## config.mk

```make
export PLATFORM = sky130hd
export DESIGN_NAME = polyline_profile_intersect_unit
export DESIGN_NICKNAME = d
export VERILOG_FILES = /design/src/rtl/core/ppi_pkg.sv /design/src/rtl/core/ppi_front.sv /design/src/rtl/core/ppi_queue.sv /design/src/rtl/core/ppi_back.sv /design/src/rtl/core/polyline_profile_intersect_unit.sv
export SDC_FILE = /design/constraint.sdc
export NUM_CORES = 2
export LEC_CHECK = 0
export BUFFER_PORTS_ARGS = -buffer_cell sky130_fd_sc_hd__clkbuf_2
export CORE_MARGIN = 2
export CORE_UTILIZATION = 30
export DETAILED_ROUTE_END_ITERATION = 8
export REMOVE_ABC_BUFFERS = 1
export SLEW_MARGIN = 20
export SYNTH_ARGS = -nofsm -noshare
export SYNTH_HDL_FRONTEND = slang
export SYNTH_HIERARCHICAL = 1
export SYNTH_SLANG_ARGS = --single-unit
```

## constraint.sdc

```tcl
create_clock -name clk -period 16.75 [get_ports clk]
set_input_delay 1.675 -clock clk [delete_from_list [all_inputs] [get_ports clk]]
set_output_delay 1.675 -clock clk [all_outputs]
set_load 0.05 [all_outputs]
```

## src/rtl/core/ppi_pkg.sv

```systemverilog
// Shared types and constants for the polyline profile intersection unit.
package ppi_pkg;

  // Configuration register indexes.
  localparam int CFG_IDX_W = 2;
  localparam logic [CFG_IDX_W-1:0] CFG_ORIENTATION = 2'd0;
  localparam logic [CFG_IDX_W-1:0] CFG_COORDINATE  = 2'd1;
  localparam logic [CFG_IDX_W-1:0] CFG_DEPTH       = 2'd2;

  // Profile orientation codes.
  localparam logic ORIENT_VERTICAL   = 1'b0;
  localparam logic ORIENT_HORIZONTAL = 1'b1;

  // Job queue between the front and the back end.
  localparam int QUEUE_DEPTH = 4;
  localparam int QPTR_W      = 2;
  localparam int QCNT_W      = 3;

  // Queue occupancy flags seen by both ends.
  typedef struct packed {
    logic full;
    logic empty;
  } queue_stat_t;

  // Back-end sequencer states.
  typedef enum logic [1:0] {
    BK_IDLE,
    BK_MUL,
    BK_DIV,
    BK_FINISH
  } back_state_t;

endpackage

```

## src/rtl/core/ppi_front.sv

```systemverilog
// Front end: keeps the previous vertex, tests each new segment against the
// profile line and, on a hit, queues the operands of the interpolation.
module ppi_front #(
  parameter int COORD_BITS = 32
) (
  input  logic                                 clk,
  input  logic                                 rst,
  input  logic                                 cfg_orientation,
  input  logic signed [COORD_BITS-1:0]         cfg_coordinate,
  input  logic signed [COORD_BITS-1:0]         cfg_depth,
  input  logic                                 in_valid,
  output logic                                 in_ready,
  input  logic signed [COORD_BITS-1:0]         vertex_x,
  input  logic signed [COORD_BITS-1:0]         vertex_y,
  input  logic                                 starts_polyline,
  input  ppi_pkg::queue_stat_t                 q_stat,
  output logic                                 push,
  output logic [3*COORD_BITS+3*(COORD_BITS+1)+1:0] job
);

  localparam int MAG = COORD_BITS + 1;

  logic signed [COORD_BITS-1:0] prior_x;
  logic signed [COORD_BITS-1:0] prior_y;
  logic                         prior_valid;

  logic                         accept;
  logic signed [COORD_BITS-1:0] f1, g1, f2, g2, span_lo, span_hi;
  logic                         hit;
  logic signed [MAG-1:0]        num_a, num_b, den;
  logic [MAG-1:0]               mag_a, mag_b, mag_d;
  logic                         neg;

  assign in_ready = !q_stat.full;
  assign accept   = in_valid && in_ready;

  // Select the fixed axis (f) and the free axis (g) for the segment.
  always_comb begin
    if (cfg_orientation == ppi_pkg::ORIENT_VERTICAL) begin
      f1 = prior_x;
      g1 = prior_y;
      f2 = vertex_x;
      g2 = vertex_y;
    end else begin
      f1 = prior_y;
      g1 = prior_x;
      f2 = vertex_y;
      g2 = vertex_x;
    end
  end

  // Inclusive span test on the fixed axis.
  always_comb begin
    span_lo = (f1 < f2) ? f1 : f2;
    span_hi = (f1 < f2) ? f2 : f1;
    hit     = !starts_polyline && prior_valid &&
              (cfg_coordinate >= span_lo) && (cfg_coordinate <= span_hi);
  end

  // Differences one bit wider so that they never overflow, then magnitudes.
  always_comb begin
    num_a = {cfg_coordinate[COORD_BITS-1], cfg_coordinate} - {f1[COORD_BITS-1], f1};
    num_b = {g1[COORD_BITS-1], g1} - {g2[COORD_BITS-1], g2};
    den   = {f1[COORD_BITS-1], f1} - {f2[COORD_BITS-1], f2};
    mag_a = num_a[MAG-1] ? (~num_a + 1'b1) : num_a;
    mag_b = num_b[MAG-1] ? (~num_b + 1'b1) : num_b;
    mag_d = den[MAG-1]   ? (~den + 1'b1)   : den;
    neg   = num_a[MAG-1] ^ num_b[MAG-1] ^ den[MAG-1];
  end

  assign push = accept && hit;
  assign job  = {cfg_orientation, neg, cfg_coordinate, g1, cfg_depth, mag_a, mag_b, mag_d};

  // Previous vertex register.
  always_ff @(posedge clk) begin
    if (rst) begin
      prior_x     <= '0;
      prior_y     <= '0;
      prior_valid <= 1'b0;
    end else if (accept) begin
      prior_x     <= vertex_x;
      prior_y     <= vertex_y;
      prior_valid <= 1'b1;
    end
  end

endmodule

```

## src/rtl/core/ppi_queue.sv

```systemverilog
// Short job queue; the head entry is registered when it is popped.
module ppi_queue #(
  parameter int WIDTH = 8
) (
  input  logic                 clk,
  input  logic                 rst,
  input  logic                 push,
  input  logic [WIDTH-1:0]     wr_data,
  input  logic                 pop,
  output logic [WIDTH-1:0]     rd_data,
  output ppi_pkg::queue_stat_t stat
);

  logic [WIDTH-1:0]              mem [ppi_pkg::QUEUE_DEPTH];
  logic [ppi_pkg::QPTR_W-1:0]    wr_ptr;
  logic [ppi_pkg::QPTR_W-1:0]    rd_ptr;
  logic [ppi_pkg::QCNT_W-1:0]    count;

  assign stat.full  = (count == ppi_pkg::QCNT_W'(ppi_pkg::QUEUE_DEPTH));
  assign stat.empty = (count == '0);

  // Storage write and registered read of the head entry.
  always_ff @(posedge clk) begin
    if (push) begin
      mem[wr_ptr] <= wr_data;
    end
    if (pop) begin
      rd_data <= mem[rd_ptr];
    end
  end

  // Pointers and fill count.
  always_ff @(posedge clk) begin
    if (rst) begin
      wr_ptr <= '0;
      rd_ptr <= '0;
      count  <= '0;
    end else begin
      if (push) begin
        wr_ptr <= wr_ptr + 1'b1;
      end
      if (pop) begin
        rd_ptr <= rd_ptr + 1'b1;
      end
      if (push && !pop) begin
        count <= count + 1'b1;
      end else if (pop && !push) begin
        count <= count - 1'b1;
      end
    end
  end

endmodule

```

## src/rtl/core/ppi_back.sv

```systemverilog
// Back end: one multiply, a restoring divide at one quotient bit per cycle,
// then the signed correction onto the first vertex and an output register.
module ppi_back #(
  parameter int COORD_BITS = 32
) (
  input  logic                                     clk,
  input  logic                                     rst,
  input  ppi_pkg::queue_stat_t                     q_stat,
  output logic                                     pop,
  input  logic [3*COORD_BITS+3*(COORD_BITS+1)+1:0] job,
  output logic                                     out_valid,
  input  logic                                     out_ready,
  output logic [COORD_BITS-1:0]                    cross_x,
  output logic [COORD_BITS-1:0]                    cross_y,
  output logic [COORD_BITS-1:0]                    cross_z
);

  localparam int MAG  = COORD_BITS + 1;
  localparam int CNTW = $clog2(MAG);

  // Job fields, valid from the cycle after the pop until the next pop.
  logic                         j_orient, j_neg;
  logic signed [COORD_BITS-1:0] j_coord, j_g1, j_depth;
  logic [MAG-1:0]               j_a, j_b, j_d;

  assign {j_orient, j_neg, j_coord, j_g1, j_depth, j_a, j_b, j_d} = job;

  ppi_pkg::back_state_t state, state_next;

  logic [MAG-1:0]        rem;
  logic [MAG-1:0]        low;
  logic [MAG-1:0]        quo;
  logic [CNTW-1:0]       cnt;
  logic [2*MAG-1:0]      product;
  logic [MAG:0]          shifted;
  logic                  q_bit;
  logic [COORD_BITS-1:0] q_use;
  logic [COORD_BITS-1:0] free_coord;
  logic                  out_free;
  logic                  load_out;

  assign out_free = !out_valid || out_ready;
  assign product  = j_a * j_b;
  assign shifted  = {rem, low[MAG-1]};
  assign q_bit    = (shifted >= {1'b0, j_d});

  // The quotient never exceeds the free-axis span; a zero fixed-axis span (the divisor) forces zero.
  assign q_use      = (j_d == '0) ? '0 : quo[COORD_BITS-1:0];
  assign free_coord = j_neg ? (j_g1 - q_use) : (j_g1 + q_use);

  // Sequencer state register.
  always_ff @(posedge clk) begin
    if (rst) begin
      state <= ppi_pkg::BK_IDLE;
    end else begin
      state <= state_next;
    end
  end

  // Next state and handshake outputs.
  always_comb begin
    state_next = state;
    pop        = 1'b0;
    load_out   = 1'b0;
    case (state)
      ppi_pkg::BK_IDLE: begin
        if (!q_stat.empty) begin
          pop        = 1'b1;
          state_next = ppi_pkg::BK_MUL;
        end
      end
      ppi_pkg::BK_MUL: begin
        state_next = ppi_pkg::BK_DIV;
      end
      ppi_pkg::BK_DIV: begin
        if (cnt == CNTW'(MAG - 1)) begin
          state_next = ppi_pkg::BK_FINISH;
        end
      end
      ppi_pkg::BK_FINISH: begin
        if (out_free) begin
          load_out   = 1'b1;
          state_next = ppi_pkg::BK_IDLE;
        end
      end
      default: begin
        state_next = ppi_pkg::BK_IDLE;
      end
    endcase
  end

  // Multiply and divide datapath.
  always_ff @(posedge clk) begin
    case (state)
      ppi_pkg::BK_MUL: begin
        rem <= product[2*MAG-1:MAG];
        low <= product[MAG-1:0];
        quo <= '0;
        cnt <= '0;
      end
      ppi_pkg::BK_DIV: begin
        rem <= q_bit ? MAG'(shifted - {1'b0, j_d}) : shifted[MAG-1:0];
        low <= {low[MAG-2:0], 1'b0};
        quo <= {quo[MAG-2:0], q_bit};
        cnt <= cnt + 1'b1;
      end
      default: begin
        cnt <= cnt;
      end
    endcase
  end

  // Output register; it holds a result while the next job is worked on.
  always_ff @(posedge clk) begin
    if (rst) begin
      out_valid <= 1'b0;
    end else if (load_out) begin
      out_valid <= 1'b1;
    end else if (out_ready) begin
      out_valid <= 1'b0;
    end
  end

  always_ff @(posedge clk) begin
    if (load_out) begin
      if (j_orient == ppi_pkg::ORIENT_VERTICAL) begin
        cross_x <= j_coord;
        cross_y <= free_coord;
      end else begin
        cross_x <= free_coord;
        cross_y <= j_coord;
      end
      cross_z <= j_depth;
    end
  end

endmodule

```

## src/rtl/core/polyline_profile_intersect_unit.sv

```systemverilog
// Channel    Direction  Handshake         Payload
// vertex     in         s_tvalid/tready   s_tdata {vertex_y, vertex_x}, s_tuser starts_polyline
// crossing   out        m_tvalid/tready   m_tdata {cross_z, cross_y, cross_x}
// config     in         cfg_we            cfg_index, cfg_data
//
// A vertex that misses the profile line only updates the front end's previous vertex.
// A hit goes through the back end in order: pop, one multiply,
// one quotient bit per cycle from the restoring divider, then the output load.
// The divider sets the rate; a four-entry job queue lets the front end keep
// taking vertices while it works, and the output register holds a stalled result.
// Reset is synchronous and clears configuration, previous vertex and queue.
module polyline_profile_intersect_unit #(
  parameter int COORD_BITS = 32
) (
  input  logic                                   clk,
  input  logic                                   rst,
  // Configuration write port.
  input  logic                                   cfg_we,
  input  logic [ppi_pkg::CFG_IDX_W-1:0]          cfg_index,
  input  logic [COORD_BITS-1:0]                  cfg_data,
  // Vertex input stream.
  input  logic                                   s_tvalid,
  output logic                                   s_tready,
  // Fields from bit 0: vertex_x, vertex_y, zero fill.
  input  logic [((2*COORD_BITS+7)/8)*8-1:0]      s_tdata,
  // Fields from bit 0: starts_polyline.
  input  logic                                   s_tuser,
  // Intersection output stream.
  output logic                                   m_tvalid,
  input  logic                                   m_tready,
  // Fields from bit 0: cross_x, cross_y, cross_z, zero fill.
  output logic [((3*COORD_BITS+7)/8)*8-1:0]      m_tdata
);

  localparam int MAG   = COORD_BITS + 1;
  localparam int JOB_W = 3*COORD_BITS + 3*MAG + 2;
  localparam int OUT_W = ((3*COORD_BITS+7)/8)*8;

  logic                         cfg_orientation;
  logic signed [COORD_BITS-1:0] cfg_coordinate;
  logic signed [COORD_BITS-1:0] cfg_depth;

  ppi_pkg::queue_stat_t q_stat;
  logic                 push, pop;
  logic [JOB_W-1:0]     job_in, job_out;
  logic [COORD_BITS-1:0] cross_x, cross_y, cross_z;

  // Configuration registers.
  always_ff @(posedge clk) begin
    if (rst) begin
      cfg_orientation <= ppi_pkg::ORIENT_VERTICAL;
      cfg_coordinate  <= '0;
      cfg_depth       <= '0;
    end else if (cfg_we) begin
      case (cfg_index)
        ppi_pkg::CFG_ORIENTATION: cfg_orientation <= cfg_data[0];
        ppi_pkg::CFG_COORDINATE:  cfg_coordinate  <= cfg_data;
        ppi_pkg::CFG_DEPTH:       cfg_depth       <= cfg_data;
        default: begin
          cfg_orientation <= cfg_orientation;
        end
      endcase
    end
  end

  ppi_front #(.COORD_BITS(COORD_BITS)) u_front (
    .clk             (clk),
    .rst             (rst),
    .cfg_orientation (cfg_orientation),
    .cfg_coordinate  (cfg_coordinate),
    .cfg_depth       (cfg_depth),
    .in_valid        (s_tvalid),
    .in_ready        (s_tready),
    .vertex_x        (s_tdata[COORD_BITS-1:0]),
    .vertex_y        (s_tdata[2*COORD_BITS-1:COORD_BITS]),
    .starts_polyline (s_tuser),
    .q_stat          (q_stat),
    .push            (push),
    .job             (job_in)
  );

  ppi_queue #(.WIDTH(JOB_W)) u_queue (
    .clk     (clk),
    .rst     (rst),
    .push    (push),
    .wr_data (job_in),
    .pop     (pop),
    .rd_data (job_out),
    .stat    (q_stat)
  );

  ppi_back #(.COORD_BITS(COORD_BITS)) u_back (
    .clk       (clk),
    .rst       (rst),
    .q_stat    (q_stat),
    .pop       (pop),
    .job       (job_out),
    .out_valid (m_tvalid),
    .out_ready (m_tready),
    .cross_x   (cross_x),
    .cross_y   (cross_y),
    .cross_z   (cross_z)
  );

  assign m_tdata = OUT_W'({cross_z, cross_y, cross_x});

endmodule

```

==> impl_results.md <==
- FILL cells: 33.2k
- Synth Flop Type: edfxtp_1
- DR iter-0 viols: 6147
- Initial antenna violation count: 24
- Die height: 581 um
- Total CTS buffers: 141
- Multi-input logic area: 54800 um2
- Crit start category: register
- Final instance area: 110000 um2
- Wire per inst: 20.7 um
- Synth Area per Inst: 11.4 um2
- Port Buffers: 201
- First-pass GRT wire length: 419000 um
- Crit path kind: reg -> reg
- Root Driver: clkbuf_16
- Gr usage total: 16.1%
- Die area: 338000 um2
- RSZ-0062 raised after global routing: false
- Ranking of synthesized cells by area: edfxtp_1 (36%), fa_1 (19%), ha_1 (6.3%)
- Final GP Congestion: 0.913
- Clock transition at path regs: 0.06 ns
- Async set-or-reset flop fraction in the synthesized netlist: 0%
- Hold WC Path Type: reg -> reg
- Slew margin rel.: 20.5%
- Largest net degree at the start of global routing: 158
- CTS tree: yes
- Synth warn: 6
- Post-DP Area: 105000 um2
- Hold buffer count at CTS: 0
- R2r setup slk: 5.61 ns
- RR Endpoint: u_queue/mem[0][58]$_DFFE_PP_
- Seq/Total Area, Yosys: 38.4%
- Synth Cell Area: 100000 um2
- Cells after Synth: 8750
- Final wirelength: 273000 um
- Crit path buf inv count: 6
- # DRC: 0
- Max Cap Viol: 0
- CORE AREA: 331000 um2
- Clk sink count: 1325
- Number of synthesized flops with an enable pin: 1185
- Post-CTS setup buffers: 0
- #FFs+latches synth: 1325
- CP arrival: 11.50 ns
- Crit path required time: 17.11 ns
- Dominant cell type by area after synthesis: edfxtp_1
- Worst path depth: 30
- Status: complete, no violations
- Endpoints failing setup: 0
- H-tree depth: 4
- Max-slew violations: 0
- CP dominant cell by count: buf_4
- Netlist cell types: 113
- Crit-path slowest cell: buf_4
- Drt pass-1 iters: 7
- Final Hold Fails: 0
- Vias in the first global route: 66.3k
- Final min period: 11.14 ns
- P&R area growth vs syn: 10.2%
- Effective utilization at floorplan: 30.2%
- R2R Path Start: cfg_orientation$_SDFFE_PP0P_
- FF/Latch Area: 38400 um2
- Post-synth top area share: 35.6%
- Clk buf depth: 3
- Slowest stage delay, CP: 0.82 ns
- Layout cells sized above 1: 10.6%
- Final ANT Viol Nets: 0
- FF-to-FF path depth: 30
- Die X: 581 um
- Period Utilization, post-route: 66.5%
- Total congestion overflow: 0
- Hold Crit Depth: 0
- Hold path start: u_queue/rd_data[104]$_DFFE_PP_
- I/O pin count: 202
- Achievable Freq: 89.8 MHz
- Worst-Margin Slew: 1.19 ns
- CP Capture Point: u_queue/mem[0][58]$_DFFE_PP_
- FP Rows: 211
- CP Max Fanout: 65
- Hpwl dp: 202000 um
- CP delay by family, top: compound AO/OA/AOI/OAI gates
- Critical Path End Type: register
- Clk_lat worst skew: 0.81 ns
- Vias per inst: 4.97
- Vias: 65.7k
- Crit path launch: cfg_orientation$_SDFFE_PP0P_
- # resized after CTS: 0
- Layout Nets: 10.3k
- Final Skew: 0.0888 ns
cell usage in the layout, fill, tap and decap left out, drive strengths merged, types with 48 or more instances in the layout:
cell    netlist  layout
clkinv        1      56
nand2b      121     121
xnor2       180     180
o21ai       261     261
inv        1226    1235
clkbuf      307     368
nand4        64      64
nand2       978     978
o211ai       48      48
mux2        124     124
and2        607     607
nand3        70      70
edfxtp     1185    1185
xor2        117     117
nor2        236     236
mux4        197     197
buf         161     113
ha          505     505
mux2i       187     187
fa          964     964
a21oi       361     361
a21o        111     111
nor3         70      70
dfxtp       140     140
area by class of cell:
type | instances | area share [%]
antenna | 6 | 0.0136
clock buffer | 168 | 3.33
clock inverter | 91 | 1.17
inverter | 1227 | 4.18
multi-input combinational | 5730 | 49.8
sequential | 1325 | 34.9
tap | 4366 | 4.96
timing repair buffer | 313 | 1.73
cells by family after synthesis:
group	synth area share, %
simple gates	11.6
xor+xnor	2.61
buf+inv	6.86
compound gates	7.16
flops	38.4
mux	7.71
fa+ha+maj	25.6
worst min-delay path by stage:
stage	to	slack [ns]
2_1_floorplan	u_back/cross_z[0]$_DFFE_PP_	0.40
3_3_place_gp	u_back/cross_z[21]$_DFFE_PP_	0.40
3_5_place_dp	u_back/cross_z[3]$_DFFE_PP_	0.41
4_1_cts	u_back/cross_z[26]$_DFFE_PP_	0.42
5_1_grt	u_back/cross_z[4]$_DFFE_PP_	0.42
6_report	u_back/cross_z[5]$_DFFE_PP_	0.42
through the flow:
stage	hold WS, ns	TNS, ns	utilization [%]	setup slack, ns	cells
5_1_grt	0.421	0	33.3	5.06	13200
4_1_cts	0.423	0	33.3	5.67	13200
3_3_place_gp	0.403	0	31.8	5.47	13000
6_report	0.420	0	33.3	5.61	13200
3_5_place_dp	0.406	0	31.8	5.48	13000
2_1_floorplan	0.400	-1644.15	-	-2.09	8282
state kept, by name (all words and copies together), names as in the netlist, 32 cells and up:
register and flops:
cfg_coordinate 32, cfg_depth 32, u_back/cross_x 32, u_back/cross_y 32, u_back/cross_z 32, u_back/low 33
u_back/quo 32, u_back/rem 33, u_front/prior_x 32, u_front/prior_y 32, u_queue/mem 788, u_queue/rd_data 197
per-layer routing:
layer  vias up  GRT usage, %  wire, um
li1      29400             -         -
met1     33800          23.4    124000
met2      2180          25.2    124000
met3       343          2.39     18500
met4        24          3.73      6660
met5         -             0       161
cell usage after synthesis (110+ instances only):
master,number
a21o_1,110
a21oi_1,355
and2_1,607
clkbuf_1,307
dfxtp_1,140
edfxtp_1,1185
fa_1,964
ha_1,505
inv_1,1226
mux2_2,120
mux2i_1,187
mux4_2,197
nand2_1,977
nand2b_1,121
nor2_1,236
o21ai_0,239
xnor2_1,180
xor2_1,116
Power is not shown: default switching activity piles up to over one toggle a cycle in this logic, so the estimate is an artifact.
